<file path="src/rcfd_pkg.sv">
package rcfd_pkg;

  localparam int FRAME_BYTES  = 18;
  localparam int IDX_W        = 5;
  localparam int VAL_W        = 11;
  localparam int SW_W         = 2;
  localparam int NUM_STICKS   = 4;
  localparam int HEAD_BYTES   = 6;   // bytes 0..5 carry sticks and switches
  localparam int WHEEL_LO_POS = 16;  // byte 16 is the wheel low byte
  localparam int LAST_POS     = FRAME_BYTES - 1;

  localparam int CFG_IDX_W    = 3;
  localparam int OUT_DATA_W   = 64;
  localparam int OUT_USED_W   = NUM_STICKS * VAL_W + 2 * SW_W + VAL_W;

  // register indexes of the configuration port
  typedef enum logic [CFG_IDX_W-1:0] {
    REG_VALID_MIN     = 3'd0,
    REG_VALID_MAX     = 3'd1,
    REG_DEADBAND_LOW  = 3'd2,
    REG_DEADBAND_HIGH = 3'd3,
    REG_CENTER_VALUE  = 3'd4
  } cfg_reg_t;

  localparam logic [VAL_W-1:0] RST_VALID_MIN     = 11'd364;
  localparam logic [VAL_W-1:0] RST_VALID_MAX     = 11'd1684;
  localparam logic [VAL_W-1:0] RST_DEADBAND_LOW  = 11'd1020;
  localparam logic [VAL_W-1:0] RST_DEADBAND_HIGH = 11'd1028;
  localparam logic [VAL_W-1:0] RST_CENTER_VALUE  = 11'd1024;
  localparam logic [VAL_W-1:0] RST_HELD_VALUE    = 11'd1024;
  localparam logic [SW_W-1:0]  RST_HELD_SWITCH   = 2'd3;
  localparam logic [SW_W-1:0]  SW_INVALID        = 2'd0;

  typedef logic [VAL_W-1:0] val_t;
  typedef logic [SW_W-1:0]  sw_t;
  typedef logic [7:0]       byte_t;

  typedef struct packed {
    val_t valid_min;
    val_t valid_max;
    val_t deadband_low;
    val_t deadband_high;
    val_t center_value;
  } cfg_t;

  // stored frame bytes the decode needs; byte 17 comes straight from the input
  typedef struct packed {
    byte_t [HEAD_BYTES-1:0] head;
    byte_t                  wheel_lo;
  } frame_bytes_t;

  typedef struct packed {
    val_t [NUM_STICKS-1:0] stick;
    sw_t                   switch_left;
    sw_t                   switch_right;
    val_t                  wheel;
    logic                  ok;
  } decode_t;

endpackage

</file>
<file path="src/rcfd_cfg_regs.sv">
module rcfd_cfg_regs (
  input  logic                            clk,
  input  logic                            rst_n,
  input  logic                            cfg_valid,
  input  logic [rcfd_pkg::CFG_IDX_W-1:0]  cfg_index,
  input  logic [rcfd_pkg::VAL_W-1:0]      cfg_data,
  output rcfd_pkg::cfg_t                  cfg
);
  import rcfd_pkg::*;

  cfg_t cfg_r, cfg_nxt;

  // register file write, indexes past the list are dropped
  always_comb begin
    cfg_nxt = cfg_r;
    if (cfg_valid) begin
      case (cfg_index)
        REG_VALID_MIN:     cfg_nxt.valid_min     = cfg_data;
        REG_VALID_MAX:     cfg_nxt.valid_max     = cfg_data;
        REG_DEADBAND_LOW:  cfg_nxt.deadband_low  = cfg_data;
        REG_DEADBAND_HIGH: cfg_nxt.deadband_high = cfg_data;
        REG_CENTER_VALUE:  cfg_nxt.center_value  = cfg_data;
        default:           cfg_nxt = cfg_r;
      endcase
    end
  end

  always_ff @(posedge clk) begin
    if (!rst_n) begin
      cfg_r.valid_min     <= RST_VALID_MIN;
      cfg_r.valid_max     <= RST_VALID_MAX;
      cfg_r.deadband_low  <= RST_DEADBAND_LOW;
      cfg_r.deadband_high <= RST_DEADBAND_HIGH;
      cfg_r.center_value  <= RST_CENTER_VALUE;
    end else begin
      cfg_r <= cfg_nxt;
    end
  end

  assign cfg = cfg_r;

endmodule

</file>
<file path="src/rcfd_frame_capture.sv">
module rcfd_frame_capture (
  input  logic                    clk,
  input  logic                    rst_n,
  input  logic                    beat,        // input beat accepted
  input  logic [7:0]              rx_byte,
  input  logic                    frame_start,
  output rcfd_pkg::frame_bytes_t  bytes,
  output logic                    last_beat    // this beat is byte 17 of a frame
);
  import rcfd_pkg::*;

  logic [IDX_W-1:0] idx_r, idx_nxt;
  logic [IDX_W-1:0] idx_eff;
  logic             in_frame;
  frame_bytes_t     bytes_r;

  // a start flag restarts at byte 0 whatever the current position
  assign idx_eff   = frame_start ? '0 : idx_r;
  assign in_frame  = (idx_eff < IDX_W'(FRAME_BYTES));
  assign last_beat = beat && (idx_eff == IDX_W'(LAST_POS));

  always_comb begin
    idx_nxt = idx_r;
    if (beat && in_frame) begin
      idx_nxt = idx_eff + 1'b1;
    end
  end

  always_ff @(posedge clk) begin
    if (!rst_n) begin
      idx_r <= IDX_W'(FRAME_BYTES);
    end else begin
      idx_r <= idx_nxt;
    end
  end

  // byte slots, each loaded at its own position
  always_ff @(posedge clk) begin
    for (int i = 0; i < HEAD_BYTES; i++) begin
      if (beat && (idx_eff == IDX_W'(i))) begin
        bytes_r.head[i] <= rx_byte;
      end
    end
    if (beat && (idx_eff == IDX_W'(WHEEL_LO_POS))) begin
      bytes_r.wheel_lo <= rx_byte;
    end
  end

  assign bytes = bytes_r;

endmodule

</file>
<file path="src/rcfd_decode.sv">
module rcfd_decode (
  input  rcfd_pkg::frame_bytes_t  bytes,
  input  logic [7:0]              last_byte,
  input  rcfd_pkg::cfg_t          cfg,
  output rcfd_pkg::decode_t       dec
);
  import rcfd_pkg::*;

  val_t [NUM_STICKS-1:0] raw;
  val_t [NUM_STICKS-1:0] snap;
  logic                  range_ok;

  // little-endian 11-bit unpack
  assign raw[0] = {bytes.head[1][2:0], bytes.head[0]};
  assign raw[1] = {bytes.head[2][5:0], bytes.head[1][7:3]};
  assign raw[2] = {bytes.head[4][0], bytes.head[3], bytes.head[2][7:6]};
  assign raw[3] = {bytes.head[5][3:0], bytes.head[4][7:1]};

  always_comb begin
    range_ok = 1'b1;
    for (int k = 0; k < NUM_STICKS; k++) begin
      if (raw[k] < cfg.valid_min || raw[k] > cfg.valid_max) begin
        range_ok = 1'b0;
      end
    end
  end

  // deadband snap, open window
  always_comb begin
    for (int k = 0; k < NUM_STICKS; k++) begin
      if (raw[k] > cfg.deadband_low && raw[k] < cfg.deadband_high) begin
        snap[k] = cfg.center_value;
      end else begin
        snap[k] = raw[k];
      end
    end
  end

  assign dec.stick        = snap;
  assign dec.switch_left  = bytes.head[5][7:6];
  assign dec.switch_right = bytes.head[5][5:4];
  assign dec.wheel        = {last_byte[2:0], bytes.wheel_lo};
  assign dec.ok           = range_ok && (dec.switch_left != SW_INVALID)
                            && (dec.switch_right != SW_INVALID);

endmodule

</file>
<file path="src/remote_control_frame_decoder.sv">
// Remote-control frame decoder.
// Input stream: one received frame byte per beat, in_tdata = rx_byte,
// in_tuser = frame_start (marks byte 0 of a frame; restarts a partial frame).
// Bytes outside a frame (after byte 17, or after reset) are dropped.
// On byte 17 the frame is unpacked into four sticks, two switches and the
// wheel, range checked and deadband snapped; the held values update only when
// the frame passes. One result beat per completed frame carries the held
// values, with out_tuser = frame_accepted.
// The result is registered and valid in the cycle after the last byte beat.
// Throughput: one byte per cycle while in_tready is high; decode is a single
// compare/select level between the byte slots and the output register.
// When the receiver stalls, the output register holds its beat and
// in_tready drops until that beat is taken.
// Configuration: cfg_index selects valid_min, valid_max, deadband_low,
// deadband_high, center_value (0..4); cfg_ready is always high.
// Reset (rst_n low, synchronous): registers to defaults, held sticks and
// wheel to 1024, switches to 3, framer idle until a start byte.
module remote_control_frame_decoder (
  input  logic        clk,
  input  logic        rst_n,
  // bits: [7:0] rx_byte
  input  logic [7:0]  in_tdata,
  // bits: [0] frame_start
  input  logic [0:0]  in_tuser,
  input  logic        in_tvalid,
  output logic        in_tready,
  // bits: [10:0] stick0, [21:11] stick1, [32:22] stick2, [43:33] stick3,
  //       [45:44] switch_left, [47:46] switch_right, [58:48] wheel, [63:59] zero
  output logic [63:0] out_tdata,
  // bits: [0] frame_accepted
  output logic [0:0]  out_tuser,
  output logic        out_tvalid,
  input  logic        out_tready,
  input  logic        cfg_valid,
  output logic        cfg_ready,
  input  logic [2:0]  cfg_index,
  input  logic [10:0] cfg_data
);
  import rcfd_pkg::*;

  cfg_t         cfg;
  frame_bytes_t bytes;
  decode_t      dec;
  logic         in_beat;
  logic         last_beat;

  val_t [NUM_STICKS-1:0] held_stick_r, held_stick_nxt;
  sw_t                   held_swl_r, held_swl_nxt;
  sw_t                   held_swr_r, held_swr_nxt;
  val_t                  held_wheel_r, held_wheel_nxt;

  logic [OUT_USED_W-1:0] held_packed_nxt;
  logic [OUT_USED_W-1:0] held_packed;
  logic [OUT_DATA_W-1:0] out_data_r, out_data_nxt;
  logic                  out_acc_r, out_acc_nxt;
  logic                  out_valid_r, out_valid_nxt;

  assign cfg_ready = 1'b1;
  assign in_tready = !out_valid_r || out_tready;
  assign in_beat   = in_tvalid && in_tready;

  rcfd_cfg_regs u_cfg (
    .clk       (clk),
    .rst_n     (rst_n),
    .cfg_valid (cfg_valid),
    .cfg_index (cfg_index),
    .cfg_data  (cfg_data),
    .cfg       (cfg)
  );

  rcfd_frame_capture u_capture (
    .clk         (clk),
    .rst_n       (rst_n),
    .beat        (in_beat),
    .rx_byte     (in_tdata),
    .frame_start (in_tuser[0]),
    .bytes       (bytes),
    .last_beat   (last_beat)
  );

  rcfd_decode u_decode (
    .bytes     (bytes),
    .last_byte (in_tdata),
    .cfg       (cfg),
    .dec       (dec)
  );

  // held values update on a passing frame only
  always_comb begin
    held_stick_nxt = held_stick_r;
    held_swl_nxt   = held_swl_r;
    held_swr_nxt   = held_swr_r;
    held_wheel_nxt = held_wheel_r;
    if (last_beat && dec.ok) begin
      held_stick_nxt = dec.stick;
      held_swl_nxt   = dec.switch_left;
      held_swr_nxt   = dec.switch_right;
      held_wheel_nxt = dec.wheel;
    end
  end

  assign held_packed_nxt = {held_wheel_nxt, held_swr_nxt, held_swl_nxt,
                            held_stick_nxt[3], held_stick_nxt[2],
                            held_stick_nxt[1], held_stick_nxt[0]};
  assign held_packed     = {held_wheel_r, held_swr_r, held_swl_r,
                            held_stick_r[3], held_stick_r[2],
                            held_stick_r[1], held_stick_r[0]};

  // output register
  always_comb begin
    out_data_nxt  = out_data_r;
    out_acc_nxt   = out_acc_r;
    out_valid_nxt = out_valid_r && !out_tready;
    if (last_beat) begin
      out_data_nxt  = OUT_DATA_W'(held_packed_nxt);
      out_acc_nxt   = dec.ok;
      out_valid_nxt = 1'b1;
    end
  end

  always_ff @(posedge clk) begin
    if (!rst_n) begin
      for (int k = 0; k < NUM_STICKS; k++) begin
        held_stick_r[k] <= RST_HELD_VALUE;
      end
      held_swl_r   <= RST_HELD_SWITCH;
      held_swr_r   <= RST_HELD_SWITCH;
      held_wheel_r <= RST_HELD_VALUE;
      out_valid_r  <= 1'b0;
    end else begin
      held_stick_r <= held_stick_nxt;
      held_swl_r   <= held_swl_nxt;
      held_swr_r   <= held_swr_nxt;
      held_wheel_r <= held_wheel_nxt;
      out_valid_r  <= out_valid_nxt;
    end
  end

  always_ff @(posedge clk) begin
    out_data_r <= out_data_nxt;
    out_acc_r  <= out_acc_nxt;
  end

  assign out_tdata    = out_data_r;
  assign out_tuser[0] = out_acc_r;
  assign out_tvalid   = out_valid_r;

`ifndef NO_ASSERTIONS
  // a pending result always shows the current held values
  a_out_matches_held: assert property (@(posedge clk) disable iff (!rst_n)
    out_valid_r |-> (out_data_r[OUT_USED_W-1:0] == held_packed))
    else $error("pending result differs from held values");

  // held switches never take the invalid code
  a_held_switch_valid: assert property (@(posedge clk) disable iff (!rst_n)
    (held_swl_r != SW_INVALID) && (held_swr_r != SW_INVALID))
    else $error("held switch holds invalid code");

  // only a final frame byte raises a result
  a_result_only_on_last: assert property (@(posedge clk) disable iff (!rst_n)
    (!out_valid_r && !last_beat) |=> !out_valid_r)
    else $error("result raised without a final frame byte");
`endif

endmodule

</file>
<file path="config.mk">
export PLATFORM = sky130hd
export DESIGN_NAME = remote_control_frame_decoder
export DESIGN_NICKNAME = d
export VERILOG_FILES = /design/src/rcfd_pkg.sv /design/src/rcfd_cfg_regs.sv /design/src/rcfd_frame_capture.sv /design/src/rcfd_decode.sv /design/src/remote_control_frame_decoder.sv
export SDC_FILE = /design/constraint.sdc
export NUM_CORES = 1
export LEC_CHECK = 0
export CAP_MARGIN = 5
export CORE_ASPECT_RATIO = 1.25
export CORE_UTILIZATION = 60
export DETAILED_ROUTE_END_ITERATION = 12
export DONT_BUFFER_PORTS = 1
export PLACE_DENSITY = 0.76
export SYNTH_ARGS = -nofsm -noshare
export SYNTH_HDL_FRONTEND = slang
export SYNTH_SLANG_ARGS = --single-unit
</file>
<file path="constraint.sdc">
create_clock -name clk -period 8.8 [get_ports clk]
set_input_delay 1.32 -clock clk [delete_from_list [all_inputs] [get_ports clk]]
set_output_delay 1.32 -clock clk [all_outputs]
set_load 0.03 [all_outputs]
</file>
==> reports/results.ini <==
[grt]
grt_pass1_vias=9376
grt_pass1_wl_mm=52.12
antenna_found_initial=0
overflow=0
grt_max_degree=130
grt_util_all_layers_pct=30.34

[clocking]
cts.sinks=236
cts.repair.resized=0
cts_buffers=22
cts_tree=done
hold_buffers=0
clockBufferDepth=3
cts_setup_buffers=0
clk_latency_ns=0.53
cts_root_buf=clkbuf_16
cts-htree-levels=1
clk_pin_slew_ns=0.06

[timing]
setup_viol=0
fmax_ghz=0.2130
finClkSkew_ns=0.01436
post-route-min-period_ns=4.695
fin_crit_sh_pct=53.35
hold_slack_ns=0.4537
rsz0062_at_grt=false
slew_violations=0
finalHoldViolCount=0
tns_ns=0
worst_pin_slew_ns=1.186
slew_headroom_pct=20.79

[die]
die_x_um=135.0
die_h_um=168.2
dieArea_mm2=0.02270
io_pins=96
num_rows=60
start_util_pct=61.33
core_mm2=0.02162

[cells_and_area]
area_growth_pct=6.549
fin_util_pct=65.35
drive_gt1_share_pct=11.19
fin_nets=1426
final_common_cell=nand2_1
fin_cells=1521
final_cell_mix=nand2_1, ha_1, dfxtp_1
num_antenna_cells=0

[place]
dp_cells=1481
dp_hpwl_mm=24.39
port_buffers=0
place_congestion=0.9938

[setup_path]
cp-end-kind=flip-flop
rrSetupSlack_ns=4.33
crit_fanout=70
critPathArrivalTime_ns=4.97
crit_type=in2reg
cp.required_ns=9.07
cp-start-kind=input port

[synth]
synthCells=1244
ys_top_cells_by_area=edfxtp_1, dfxtp_1, ha_1
synth-seq-area-share_pct=44.39
netlist_area_mm2=0.01326
avgSynthCellArea_um2=10.66
synth_seq_cells=236
yosysTopAreaCellShare_pct=26.27
post-synth-top-area-cell=edfxtp_1
synth_top_flop_cell=dfxtp_1
async_flop_share_pct=0
ys_warn_count=0
synth-edff-count=116
synth.distinct_cells=48

[pwr]
p_clk_share_pct=40.7
seqPwrFrac_pct=52.8
leakage_nw=5.915
p_int_mw=1.732
ir_worst_vdd_v=0.0001635
power_mw=2.254
p_per_area_mw_per_mm2=159.5
p_sw_mw=0.5218
p_comb_share_pct=6.5
p_sw_share_pct=23.15

[routing]
wl_per_cell_um=22.03
drt_iter0_markers=580
wirelength_mm=33.51
routed-via-count=9371
dr.pass1.iters=5
ant_nets=0
drc_errors=0
via_per_inst=6.161

[run]
maxCapViolCount=0

[status]
status=finished, final reports clean

[worst_hold_path]
hold_path.class=reg2reg

flip-flops by register name (all words and copies together), names as in the netlist, 2 cells and up:
register and flops:
u_cfg.cfg 55, u_capture.idx_r 5, held_wheel_r 11, held_swr_r 2, u_capture.bytes 56, out_tdata 59, held_packed 44, held_swl_r 2
cell usage after synthesis (10+ instances only):
cell	instances
mux2i_1	55
o211ai_1	22
inv_1	57
dfxtp_1	120
o21ai_0	37
mux2_2	50
clkbuf_1	31
a211oi_1	26
a21oi_1	80
nor2_1	36
a21o_1	11
nor3_1	10
nand2_1	216
buf_2	11
mux2_4	40
and4_1	16
edfxtp_1	116
nand3_1	21
nand4_1	24
ha_1	172
cell families (layout without fill, tap and decap cells):
group,Yosys count,in the layout,share of synthesized area [%]
buf+inv,111,105,3.699
flops,236,236,44.39
compound gates,211,211,10.02
other cells,2,6,0.05664
fa+ha+maj,172,172,16.23
simple gates,367,367,12.68
mux,145,145,12.93
routing by layer:
layer,vias up,global-route usage (%),share of wire (%)
li1,4501,-,-
met1,4410,36.44,40
met2,336,51.30,48
met3,124,4.517,5.4
met4,0,17.98,6.2
met5,-,0,0
final timing paths:
| kind | from | endpoint | cells after the start |
|---|---|---|---|
| worst max-delay path | out_tready | out_tdata[20] | 8 |
| worst min-delay path | u_cfg.cfg[18] | u_cfg.cfg[18] | 2 |
| worst max register to register | u_capture.bytes[25] | out_tdata[4] | 10 |
| worst min register to register | u_cfg.cfg[18] | u_cfg.cfg[18] | 2 |
worst max-delay path: stages:
cell and delay (ns):
nand2b_1 0.30, and2_1 0.26, nand3b_1 0.14, nor4_2 0.19, buf_4 0.71, nand3_4 0.75, buf_4 0.72, mux2_4 0.45
final cells by class:
cell class	count	area, um2
fillers	1666	7492
multi-input cells	901	6939
flip-flops and latches	236	5886
clock buffers	31	604.3
well taps	279	349.1
inverters	58	217.7
clock inverters	9	80.08
repair buffers	7	52.55
power by group through the flow:
stage	sequential [mW]	combinational [mW]	clock (mW)
floorplan	1.21	0.117	0
global placement	1.21	0.137	0
detailed placement	1.21	0.143	0
CTS	1.19	0.145	0.927
global route	1.19	0.165	0.968
finish	1.19	0.146	0.916
metrics by stage:
stage               setup slack (ns)  cell area (um2)
CTS                            4.132            14130
detailed placement             3.612            13440
global placement               3.694            13440
floorplan                      3.696            13280
global route                   3.864            14130
finish                         4.105            14130
Power figures use the tool's default switching activity.
